<file path="src/hw/rtl/dapi_pkg.sv">
package dapi_pkg;

    localparam int GAIN_W  = 24;
    localparam int DATA_W  = 24;
    localparam int ERR_W   = DATA_W + 1;
    localparam int DIFF_W  = ERR_W + 1;
    localparam int FRAC_W  = 12;
    localparam int PROD_P_W = DIFF_W + GAIN_W + 1;
    localparam int PROD_I_W = ERR_W + GAIN_W + 1;
    localparam int P_W     = PROD_P_W - FRAC_W;
    localparam int I_W     = PROD_I_W - FRAC_W;
    localparam int SUM_W   = P_W + 2;
    localparam int Q_FRAC  = 8;
    localparam int DRIVE_W = 16;
    localparam int NUM_REGS = 8;
    localparam int IDX_W   = 3;

    localparam logic signed [SUM_W-1:0] OUT_MAX = SUM_W'(64'sd8388607);
    localparam logic signed [SUM_W-1:0] OUT_MIN = SUM_W'(-64'sd8388608);
    localparam logic signed [SUM_W-1:0] DRIVE_MAX = SUM_W'(64'sd32767);
    localparam logic signed [SUM_W-1:0] DRIVE_MIN = SUM_W'(-64'sd32767);
    localparam logic signed [SUM_W-1:0] ROUND_ADJ = SUM_W'(64'sd255);

    typedef enum logic [IDX_W-1:0] {
        REG_ROLL_RATE_KP   = 3'd0,
        REG_ROLL_RATE_KI   = 3'd1,
        REG_ROLL_ANGLE_KP  = 3'd2,
        REG_ROLL_ANGLE_KI  = 3'd3,
        REG_PITCH_RATE_KP  = 3'd4,
        REG_PITCH_RATE_KI  = 3'd5,
        REG_PITCH_ANGLE_KP = 3'd6,
        REG_PITCH_ANGLE_KI = 3'd7
    } reg_index_t;

    localparam logic [GAIN_W-1:0] GAIN_RESET [NUM_REGS] = '{
        24'd204800, 24'd0, 24'd40960, 24'd246,
        24'd204800, 24'd0, 24'd40960, 24'd246
    };

    // command field: 0 attitude loop, 1 rate loop
    localparam logic CMD_RATE = 1'b1;

    typedef struct packed {
        logic accept;
        logic load2;
        logic load3;
        logic cmd0;
        logic cmd1;
        logic cmd2;
    } pipe_ctrl_t;

endpackage

</file>
<file path="src/hw/rtl/dapi_if.sv">


interface dapi_result_if;
    logic                                valid;
    logic                                ready;
    logic signed [dapi_pkg::DATA_W-1:0]  roll_out;
    logic signed [dapi_pkg::DATA_W-1:0]  pitch_out;

    modport source (output valid, roll_out, pitch_out, input ready);
    modport sink   (input valid, roll_out, pitch_out, output ready);
endinterface

</file>
<file path="src/hw/rtl/dapi_merge.sv">
// Output register joining both lanes into one result word.
module dapi_merge (
    input  logic                                clk,
    input  logic                                rst_n,
    input  logic                                stage_valid,
    input  logic signed [dapi_pkg::DATA_W-1:0]  roll_res,
    input  logic signed [dapi_pkg::DATA_W-1:0]  pitch_res,
    output logic                                load,
    dapi_result_if.source                       result
);

    logic                               valid_reg;
    logic                               valid_next;
    logic signed [dapi_pkg::DATA_W-1:0] roll_reg;
    logic signed [dapi_pkg::DATA_W-1:0] pitch_reg;

    assign load = stage_valid && (!valid_reg || result.ready);

    always_comb
    begin
        if (load)
            valid_next = 1'b1;
        else if (result.ready)
            valid_next = 1'b0;
        else
            valid_next = valid_reg;
    end

    always_ff @(posedge clk or negedge rst_n)
    begin
        if (!rst_n)
            valid_reg <= 1'b0;
        else
            valid_reg <= valid_next;
    end

    always_ff @(posedge clk)
    begin
        if (load)
        begin
            roll_reg  <= roll_res;
            pitch_reg <= pitch_res;
        end
    end

    assign result.valid     = valid_reg;
    assign result.roll_out  = roll_reg;
    assign result.pitch_out = pitch_reg;

endmodule

</file>
<file path="src/flat_wrapper.sv">
// flat-port wrapper written by rule: the top's interface ports become plain ports
module dapi_merge_flat 
  (clk, rst_n, stage_valid, roll_res, pitch_res, load, result_valid, result_roll_out, result_pitch_out, result_ready);
  dapi_result_if result_i ();
  input  logic clk;
  input  logic rst_n;
  input  logic stage_valid;
  input  logic signed [dapi_pkg::DATA_W-1:0] roll_res;
  input  logic signed [dapi_pkg::DATA_W-1:0] pitch_res;
  output logic load;
  output wire logic [$bits(result_i.valid)-1:0] result_valid;
  output wire logic [$bits(result_i.roll_out)-1:0] result_roll_out;
  output wire logic [$bits(result_i.pitch_out)-1:0] result_pitch_out;
  input wire logic [$bits(result_i.ready)-1:0] result_ready;
  assign result_valid = result_i.valid;
  assign result_roll_out = result_i.roll_out;
  assign result_pitch_out = result_i.pitch_out;
  assign result_i.ready = result_ready;
  dapi_merge u_core (.clk(clk), .rst_n(rst_n), .stage_valid(stage_valid), .roll_res(roll_res), .pitch_res(pitch_res), .load(load), .result(result_i));
endmodule
</file>
<file path="config.mk">
export PLATFORM = sky130hd
export DESIGN_NAME = dapi_merge_flat
export DESIGN_NICKNAME = d
export VERILOG_FILES = /design/src/hw/rtl/dapi_pkg.sv /design/src/hw/rtl/dapi_if.sv /design/src/hw/rtl/dapi_merge.sv /design/src/flat_wrapper.sv
export SDC_FILE = /design/constraint.sdc
export NUM_CORES = 1
export LEC_CHECK = 0
export BUFFER_PORTS_ARGS = -buffer_cell sky130_fd_sc_hd__clkbuf_2
export CAP_MARGIN = 20
export CORE_ASPECT_RATIO = 0.9
export CORE_MARGIN = 2
export CORE_UTILIZATION = 40
export DETAILED_ROUTE_END_ITERATION = 8
export GPL_TIMING_DRIVEN = 0
export PLACE_DENSITY = 0.75
export SLEW_MARGIN = 30
export SYNTH_ARGS = -nofsm -noshare
export SYNTH_HDL_FRONTEND = slang
export SYNTH_SLANG_ARGS = --single-unit
</file>
<file path="constraint.sdc">
create_clock -name clk -period 2.4 [get_ports clk]
set_clock_uncertainty 0.2 [all_clocks]
set_input_delay 0.12 -clock clk [delete_from_list [all_inputs] [get_ports clk]]
set_output_delay 0.12 -clock clk [all_outputs]
set_load 0.005 [all_outputs]
</file>
# Word level (Yosys, flattened, before mapping)
# Index checks and enable logic that the tools add are counted.
[totals] output_inout_bits=50 word_cells=9 inputBits=52 ff_bits=49
[classes] n_reduce_logical=4 n_mux=2
[ops] op="1-bit 2-to-1 mux" n=2
[ops] op="2-bit nonzero test" n=1
[ops] op="1-bit logical AND" n=1
[ops] op="1-bit logical NOT" n=1
[ops] op="1-bit logical OR" n=1

# Longest topological paths before layout
# Gate-level depths: netlist of the first run.
[logic_depth] depth_word=4 mapped_depth=2 ltp_nobuf=2

# Worst setup path after synthesis of the first run
# Ideal clock, no wire load.
[synth_path] path_type="flip-flop to flip-flop" start="register u_core.valid_reg (netlist: u_core.result.valid)" end="register u_core.pitch_reg (netlist bit u_core.result.pitch_out[0]) (enable)" arrival_ns=1.651 path_stages_with_launch=3 slack_ns=0.138 required_ns=1.788 period_less_slack_ns=2.262 n_path_buf=0 setup_ns=0.412 cell_sequence="dfrtp_1 > nand2b_1 > and2_1"
[synth_via] elab_chain_cells=3
[synth_lines] element="start, declared" line_no="dapi_merge.sv:12" source="logic valid_reg;"
[synth_lines] element="start signal, assigned" line_no="dapi_merge.sv:34" source="valid_reg <= valid_next;"
[synth_lines] element="1-bit logical NOT" line_no="dapi_merge.sv:17" source="assign load = stage_valid && (!valid_reg || result.ready);"
[synth_lines] element="1-bit logical OR" line_no="dapi_merge.sv:17"
[synth_lines] element="1-bit logical AND" line_no="dapi_merge.sv:17"
[synth_lines] element="net load" line_no="flat_wrapper.sv:10" source="output logic load;"
[synth_lines] element="end signal, assigned" line_no="dapi_merge.sv:42" source="pitch_reg <= pitch_res;"
[synth_lines] element="end, declared" line_no="dapi_merge.sv:15" source="logic signed [dapi_pkg::DATA_W-1:0] pitch_reg;"
# The timed path passes the listed nets, and every way through them passes these cells.
# A chain may end at the register's enable or synchronous reset.

# Final worst setup path of the first run
[layout_path] start="register u_core.valid_reg (netlist: u_core.result.valid)" end="output load"
[layout_via] elab_chain_cells=3
[layout_lines] element="1-bit logical NOT" line_no="dapi_merge.sv:17"
[layout_lines] element="1-bit logical OR" line_no="dapi_merge.sv:17"
[layout_lines] element="1-bit logical AND" line_no="dapi_merge.sv:17"
[layout_lines] element="end, declared" line_no="flat_wrapper.sv:10"
# Every way passes these cells.

==> results of run 1 <==
power groups by stage:
stage / registers (uW) / logic, uW / clock network, uW
after floorplan: 1030 / 17.2 / 0
after global placement: 1030 / 110 / 0
after detailed placement: 1030 / 121 / 0
after CTS: 1010 / 188 / 476
after global routing: 1010 / 207 / 512
final: 1010 / 189 / 465
critical path, stage by stage, from the launching register on:
cell                       delay (ns)
sky130_fd_sc_hd__dfrtp_1         0.40
sky130_fd_sc_hd__nand2b_1        0.10
sky130_fd_sc_hd__and2_2          0.44
sky130_fd_sc_hd__buf_12          0.27
sky130_fd_sc_hd__clkbuf_2        0.14
kinds of logic after synthesis:
logic type | count (synthesis) | share of synthesized area, %
DFF | 49 | 98.7
and+or+nand+nor | 3 | 1.26
cell type report:
class	instances	share of cell area, %
tap	44	2.06
clock inverter	2	0.561
timing repair buffer	154	39.1
sequential	49	54.8
clock buffer	6	2.71
multi-input combinational	3	0.748
stage by stage:
step | instances | setup TNS [ns] | util (%)
2_1_floorplan | 52 | 0 | -
3_3_place_gp | 197 | -5.00 | 59.2
3_5_place_dp | 198 | 0 | 59.9
4_1_cts | 258 | 0 | 77.5
5_1_grt | 258 | 0 | 77.5
6_report | 258 | 0 | 77.5
worst paths after layout:
kind / cells past startpoint / end / start
max: 4 / load / u_core.result.valid$_DFFE_PN0P_
min: 2 / u_core.result.roll_out[8]$_DFFE_PP_ / roll_res[8]
max reg2reg: 3 / u_core.result.pitch_out[18]$_DFFE_PP_ / u_core.result.valid$_DFFE_PN0P_
min reg2reg: 2 / u_core.result.roll_out[6]$_DFFE_PP_ / u_core.result.valid$_DFFE_PN0P_
max in group asynchronous: 3 / u_core.result.valid$_DFFE_PN0P_ / rst_n
min in group asynchronous: 3 / u_core.result.valid$_DFFE_PN0P_ / rst_n
layer usage:
| layer | part of all wire [%] | vias to the layer above |
|---|---|---|
| met1 | 35 | 524 |
| met5 | 0 | - |
| met2 | 53 | 67 |
| li1 | - | 527 |
| met3 | 9.1 | 12 |
| met4 | 2.6 | 0 |
placed cells by master, fill, tap and decap left out:
cell	count
sky130_fd_sc_hd__and2_2	1
sky130_fd_sc_hd__dlygate4sd3_1	52
sky130_fd_sc_hd__buf_12	1
sky130_fd_sc_hd__clkbuf_8	5
sky130_fd_sc_hd__dfrtp_1	1
sky130_fd_sc_hd__edfxtp_1	48
sky130_fd_sc_hd__clkinvlp_4	2
sky130_fd_sc_hd__clkbuf_1	1
sky130_fd_sc_hd__nand2b_1	2
sky130_fd_sc_hd__clkbuf_2	101
==> insert_results.sql, run 1 <==
INSERT INTO impl_metrics (metric_group, metric, value, unit) VALUES
('status', 'status', 'finished, final reports clean', ''),
('final_layout', 'fillers', '202', ''),
('timing', 'period_minus_slack', '1.97', 'ns'),
('critical_path', 'crit_arrival', '1.65', 'ns'),
('global_routing', 'grt_pass1_vias', '1127', ''),
('timing', 'rsz0062_at_grt', 'false', ''),
('die', 'floorplan.io_pins', '102', ''),
('synthesis', 'synth_nets', '104', ''),
('global_routing', 'grt_most_used_layer', 'met2', ''),
('cts', 'ctsHoldBuffers', '52', ''),
('timing', 'timing_worst_slew_pin_value', '0.445', 'ns'),
('pwr', 'clock_power_share', '28.0', '%'),
('final_layout', 'multi_input_comb_area', '20.0', 'sq um'),
('timing', 'timing.slew.headroom', '70.3', '%'),
('detailed_routing', 'first_iter_violations', '71', ''),
('global_routing', 'globalRouteTotalUtil', '18.3', '%'),
('final_layout', 'register_area', '1470', 'sq um'),
('global_routing', 'grt_first_pass_wirelength', '5180', 'microns'),
('timing', 'period_share', '82.2', '%'),
('synthesis', 'post_synth_num_cell_types', '4', ''),
('pwr', 'internal-power', '1320', 'uW'),
('cts', 'tritoncts', 'done', ''),
('timing', 'final.setup.worst_slack', '0.426', 'ns'),
('timing', 'hold_violations', '0', ''),
('run', 'drv.max_cap_violation_count', '0', ''),
('critical_path', 'setup_crit_start_kind', 'flop', ''),
('placed_design', 'routabilityCongestion', '0.604', ''),
('critical_path', 'critPathRequiredTime', '2.08', 'ns'),
('final_layout', 'final_layout_size_suffix_gt1_share', '51.4', '%'),
('final_layout', 'area_growth_syn_to_layout', '80.1', '%'),
('pwr', 'p_per_area', '622', 'nW/um^2'),
('synthesis', 'number_of_synthesized_flops_with_an_enable_pin', '48', ''),
('synthesis', 'yosys.cell_count.top_type', 'sky130_fd_sc_hd__edfxtp_1', ''),
('timing', 'max_clock_freq', '507', 'MHz'),
('placed_design', 'place_hpwl', '2320', 'microns'),
('detailed_routing', 'post_drt_wl_per_cell', '14.8', 'microns'),
('synthesis', 'synth_async_sr_flop_share', '2.04', '%'),
('detailed_routing', 'drc', '0', ''),
('cts', 'cts.repair.resized', '0', ''),
('die', 'placement_rows', '20', ''),
('placed_design', 'placedInstanceArea', '2070', 'sq um'),
('synthesis', 'portion_of_the_post_synthesis_area_used_by_sequential_elements', '98.7', '%'),
('cts', 'htreeDepth', '2', ''),
('pwr', 'switchingPower', '346', 'uW'),
('die', 'die_h', '61.8', 'microns'),
('critical_path', 'timing_worst_setup_path_type', 'reg2out', ''),
('placed_design', 'place_ws', '0.720', 'ns'),
('detailed_routing', 'totalWireLength', '3820', 'microns'),
('global_routing', 'grt_antenna_before_repair', '0', ''),
('synthesis', 'synth_area_per_cell', '28.6', 'sq um'),
('synthesis', 'postSynthCellCount', '52', ''),
('synthesis', 'synth.ff_latch_count', '49', ''),
('detailed_routing', 'detail_route.first_pass.iterations', '4', ''),
('detailed_routing', 'avgViaCountPerCell', '4.38', ''),
('critical_path', 'timing.critical_path.fanout_max', '33', ''),
('die', 'floorplan.initialDensity', '43.0', '%'),
('global_routing', 'use_met1', '18.0', '%'),
('synthesis', 'synth_top_area_share', '97.1', '%'),
('die', 'coreArea', '3450', 'sq um'),
('synthesis', 'synth_area_leaders', 'sky130_fd_sc_hd__edfxtp_1, sky130_fd_sc_hd__dfrtp_1, sky130_fd_sc_hd__nand2b_1', ''),
('die', 'fp.dieArea', '4220', 'sq um'),
('die', 'dieWidth', '68.2', 'microns'),
('synthesis', 'synth_area_leader_cell', 'sky130_fd_sc_hd__edfxtp_1', ''),
('synthesis', 'synthFlopType', 'sky130_fd_sc_hd__edfxtp_1', ''),
('global_routing', 'grt_start_max_net_pins', '34', ''),
('hold_path', 'hold_path_class', 'in2reg', ''),
('synthesis', 'yosys-top-cells-count', 'sky130_fd_sc_hd__edfxtp_1, sky130_fd_sc_hd__nand2b_1, sky130_fd_sc_hd__and2_1, sky130_fd_sc_hd__dfrtp_1', ''),
('global_routing', 'groute.layer.met2.usage', '35.4', '%'),
('detailed_routing', 'final_antenna_net_count', '0', ''),
('pwr', 'power', '1660', 'uW'),
('pwr', 'share_seq_of_total_power', '60.7', '%');
(Power assumes the default switching activity.)
==> run 2, diff against run 1 <==
--- a/config.mk
+++ b/config.mk
@@ -9,10 +9,10 @@
 export CAP_MARGIN = 20
 export CORE_ASPECT_RATIO = 0.9
 export CORE_MARGIN = 2
-export CORE_UTILIZATION = 40
+export CORE_UTILIZATION = 36
 export DETAILED_ROUTE_END_ITERATION = 8
 export GPL_TIMING_DRIVEN = 0
-export PLACE_DENSITY = 0.75
+export PLACE_DENSITY = 0.71
 export SLEW_MARGIN = 30
 export SYNTH_ARGS = -nofsm -noshare
 export SYNTH_HDL_FRONTEND = slang
==> constraint.sdc (replaced) <==
create_clock -name clk -period 1.62 [get_ports clk]
set_clock_uncertainty 0.2 [all_clocks]
set_input_delay 0.081 -clock clk [delete_from_list [all_inputs] [get_ports clk]]
set_output_delay 0.081 -clock clk [all_outputs]
set_load 0.005 [all_outputs]
==> insert_results.sql, run 2 (same netlist as run 1, synthesis figures left out) <==
INSERT INTO impl_metrics (metric_group, metric, value, unit) VALUES
('status', 'status', 'finished, final reports clean', ''),
('detailed_routing', 'drc', '0', ''),
('cts', 'cts_made_buffers', '5', ''),
('placed_design', 'numPlacedInstances', '201', ''),
('timing', 'max_clock_freq', '657', 'MHz'),
('final_layout', 'layoutNonFillerInstCount', '263', ''),
('placed_design', 'placement.io_buffers', '101', ''),
('cts', 'clockBufferDepth', '2', ''),
('detailed_routing', 'totalWireLength', '4220', 'microns'),
('critical_path', 'timing.critical_path.fanout_max', '13', ''),
('die', 'dieWidth', '71.7', 'microns'),
('pwr', 'vdd.ir_drop.worst', '0.000624', 'V'),
('timing', 'holdWs', '0.214', 'ns'),
('run', 'drv.max_cap_violation_count', '0', ''),
('final_layout', 'area_growth_syn_to_layout', '82.1', '%'),
('global_routing', 'globalRouteTotalUtil', '19.0', '%'),
('global_routing', 'global_route.overflow_total', '0', ''),
('detailed_routing', 'routed-via-count', '1148', ''),
('timing', 'rsz0062_at_grt', 'false', ''),
('detailed_routing', 'avgViaCountPerCell', '4.37', ''),
('cts', 'clock_tree.root_cell', 'sky130_fd_sc_hd__clkbuf_8', ''),
('timing', 'timing.slew.headroom', '79.3', '%'),
('final_layout', 'mostFrequentLayoutCell', 'sky130_fd_sc_hd__clkbuf_2', ''),
('die', 'floorplan.io_pins', '102', ''),
('final_layout', 'nNetsFinal', '266', ''),
('placed_design', 'place_hpwl', '2180', 'microns'),
('die', 'fp.dieArea', '4660', 'sq um'),
('global_routing', 'grt_antenna_before_repair', '0', ''),
('global_routing', 'grt_start_max_net_pins', '26', ''),
('die', 'placement_rows', '22', ''),
('timing', 'finalSetupViolCount', '0', ''),
('placed_design', 'place_ws', '0.0214', 'ns'),
('cts', 'clock_insertion_delay_worst_skew', '0.29', 'ns'),
('detailed_routing', 'final_antenna_net_count', '0', ''),
('final_layout', 'register_area', '1470', 'sq um'),
('final_layout', 'multi_input_comb_area', '45.0', 'sq um'),
('critical_path', 'critPathRequiredTime', '1.34', 'ns'),
('critical_path', 'critical_path.max_stage_delay', '0.42', 'ns'),
('global_routing', 'grt_first_pass_wirelength', '6210', 'microns'),
('die', 'floorplan.initialDensity', '37.0', '%'),
('critical_path', 'crit_chain', 'nand2b_4 -> and2_4 -> clkbuf_2', ''),
('timing', 'hold_violations', '0', ''),
('hold_path', 'hold_path_class', 'in2reg', ''),
('timing', 'final.setup.worst_slack', '0.0981', 'ns'),
('cts', 'clk_pin_slew_worst_paths', '0.08', 'ns'),
('die', 'coreArea', '4020', 'sq um'),
('critical_path', 'critical_path.slowest_cell', 'sky130_fd_sc_hd__dfrtp_1', ''),
('detailed_routing', 'detail_route.first_pass.iterations', '4', ''),
('critical_path', 'timing_worst_setup_path_type', 'reg2out', ''),
('die', 'die_h', '64.9', 'microns'),
('cts', 'htreeDepth', '2', ''),
('final_layout', 'fillers', '267', ''),
('cts', 'clock-sinks', '49', ''),
('detailed_routing', 'post_drt_wl_per_cell', '16.0', 'microns'),
('critical_path', 'setup_crit_start_kind', 'flop', ''),
('final_layout', 'final_layout_size_suffix_gt1_share', '52.1', '%'),
('timing', 'final-max-slew-violation-count', '0', ''),
('critical_path', 'sort_of_element_at_the_end_of_the_critical_path', 'output port', ''),
('pwr', 'total_leakage_power', '0.00118', 'uW'),
('timing', 'period_minus_slack', '1.52', 'ns'),
('final_layout', 'layout.cells.most_common_list', 'sky130_fd_sc_hd__clkbuf_2, sky130_fd_sc_hd__dlygate4sd3_1, sky130_fd_sc_hd__edfxtp_1', ''),
('cts', 'tritoncts', 'done', ''),
('critical_path', 'crit_arrival', '1.24', 'ns'),
('timing', 'period_share', '93.9', '%'),
('global_routing', 'grt_pass1_vias', '1289', ''),
('pwr', 'p_per_area', '969', 'nW/um^2'),
('detailed_routing', 'first_iter_violations', '77', ''),
('final_layout', 'diode_count', '0', ''),
('timing', 'timing_worst_slew_pin_value', '0.311', 'ns'),
('placed_design', 'routabilityCongestion', '0.659', ''),
('pwr', 'power', '2620', 'uW'),
('final_layout', 'final_core_utilization', '67.3', '%');
run 2: cell types whose count changed in the layout (fill, tap and decap cells not counted):
| cell | previous run | this run |
|---|---|---|
| sky130_fd_sc_hd__bufinv_16 | 0 | 1 |
| sky130_fd_sc_hd__nand2b_4 | 0 | 1 |
| sky130_fd_sc_hd__buf_12 | 1 | 0 |
| sky130_fd_sc_hd__clkinvlp_4 | 2 | 0 |
| sky130_fd_sc_hd__clkinv_2 | 0 | 1 |
| sky130_fd_sc_hd__and2_4 | 0 | 2 |
| sky130_fd_sc_hd__nand2b_1 | 2 | 1 |
run 2: critical path: cells and delay by family, from the launching register on:
kind	cells	cell delay, ns
flops	1	0.42
simple gates	2	0.37
buf+inv	1	0.15
run 2: routing by layer:
| metal | up-vias | GRT usage [%] | share of wire [%] |
|---|---|---|---|
| li1 | 529 | - | - |
| met1 | 532 | 18.9 | 34 |
| met2 | 74 | 32.6 | 52 |
| met3 | 13 | 9.02 | 11 |
| met4 | 0 | 10.1 | 3.0 |
| met5 | - | 0 | 0 |
run 2: where the power goes:
| group | leakage [uW] | internal, uW | switching [uW] |
|---|---|---|---|
| Combinational | 0.000660 | 175 | 112 |
| Sequential | 0.000468 | 1470 | 21.7 |
| Clock | 0.0000552 | 458 | 379 |
| Total | 0.00118 | 2110 | 513 |
run 2: repair_timing:
action | CTS | global route
setup endpoints to repair | 1 | 25
pin swaps | 1 | 1
gates cloned | 1 | 1
setup buffers | 0 | 0
hold buffers | 52 | 0
endpoints found under the hold margin | 50 | 0
gates resized for setup | 0 | 2
run 2: area by class of cell:
type	instances	share of cell area [%]
Clock buffer	6	2.68
Multi-Input combinational cell	5	1.67
Clock inverter	2	1.30
Tap cell	48	2.22
Sequential cell	49	54.2
Timing Repair Buffer	153	37.9
run 2: through the flow:
stage          setup TNS [ns]  instance area, sq um
3_5_place_dp                0                  2050
4_1_cts               -0.0353                  2690
5_1_grt                     0                  2710
2_1_floorplan               0                  1490
3_3_place_gp                0                  2050
6_report                    0                  2710
run 2: final timing paths:
path | startpoint | end | slack [ns] | cells after the start
setup reg to reg | u_core.result.valid$_DFFE_PN0P_ | u_core.result.valid$_DFFE_PN0P_ | 0.15 | 3
setup / recovery | u_core.result.valid$_DFFE_PN0P_ | load | 0.1 | 3
min in group asynchronous | rst_n | u_core.result.valid$_DFFE_PN0P_ | 0.42 | 3
hold / removal | result_ready | u_core.result.roll_out[5]$_DFFE_PP_ | 0.21 | 3
max in group asynchronous | rst_n | u_core.result.valid$_DFFE_PN0P_ | 0.69 | 3
hold reg to reg | u_core.result.valid$_DFFE_PN0P_ | u_core.result.roll_out[5]$_DFFE_PP_ | 0.71 | 2
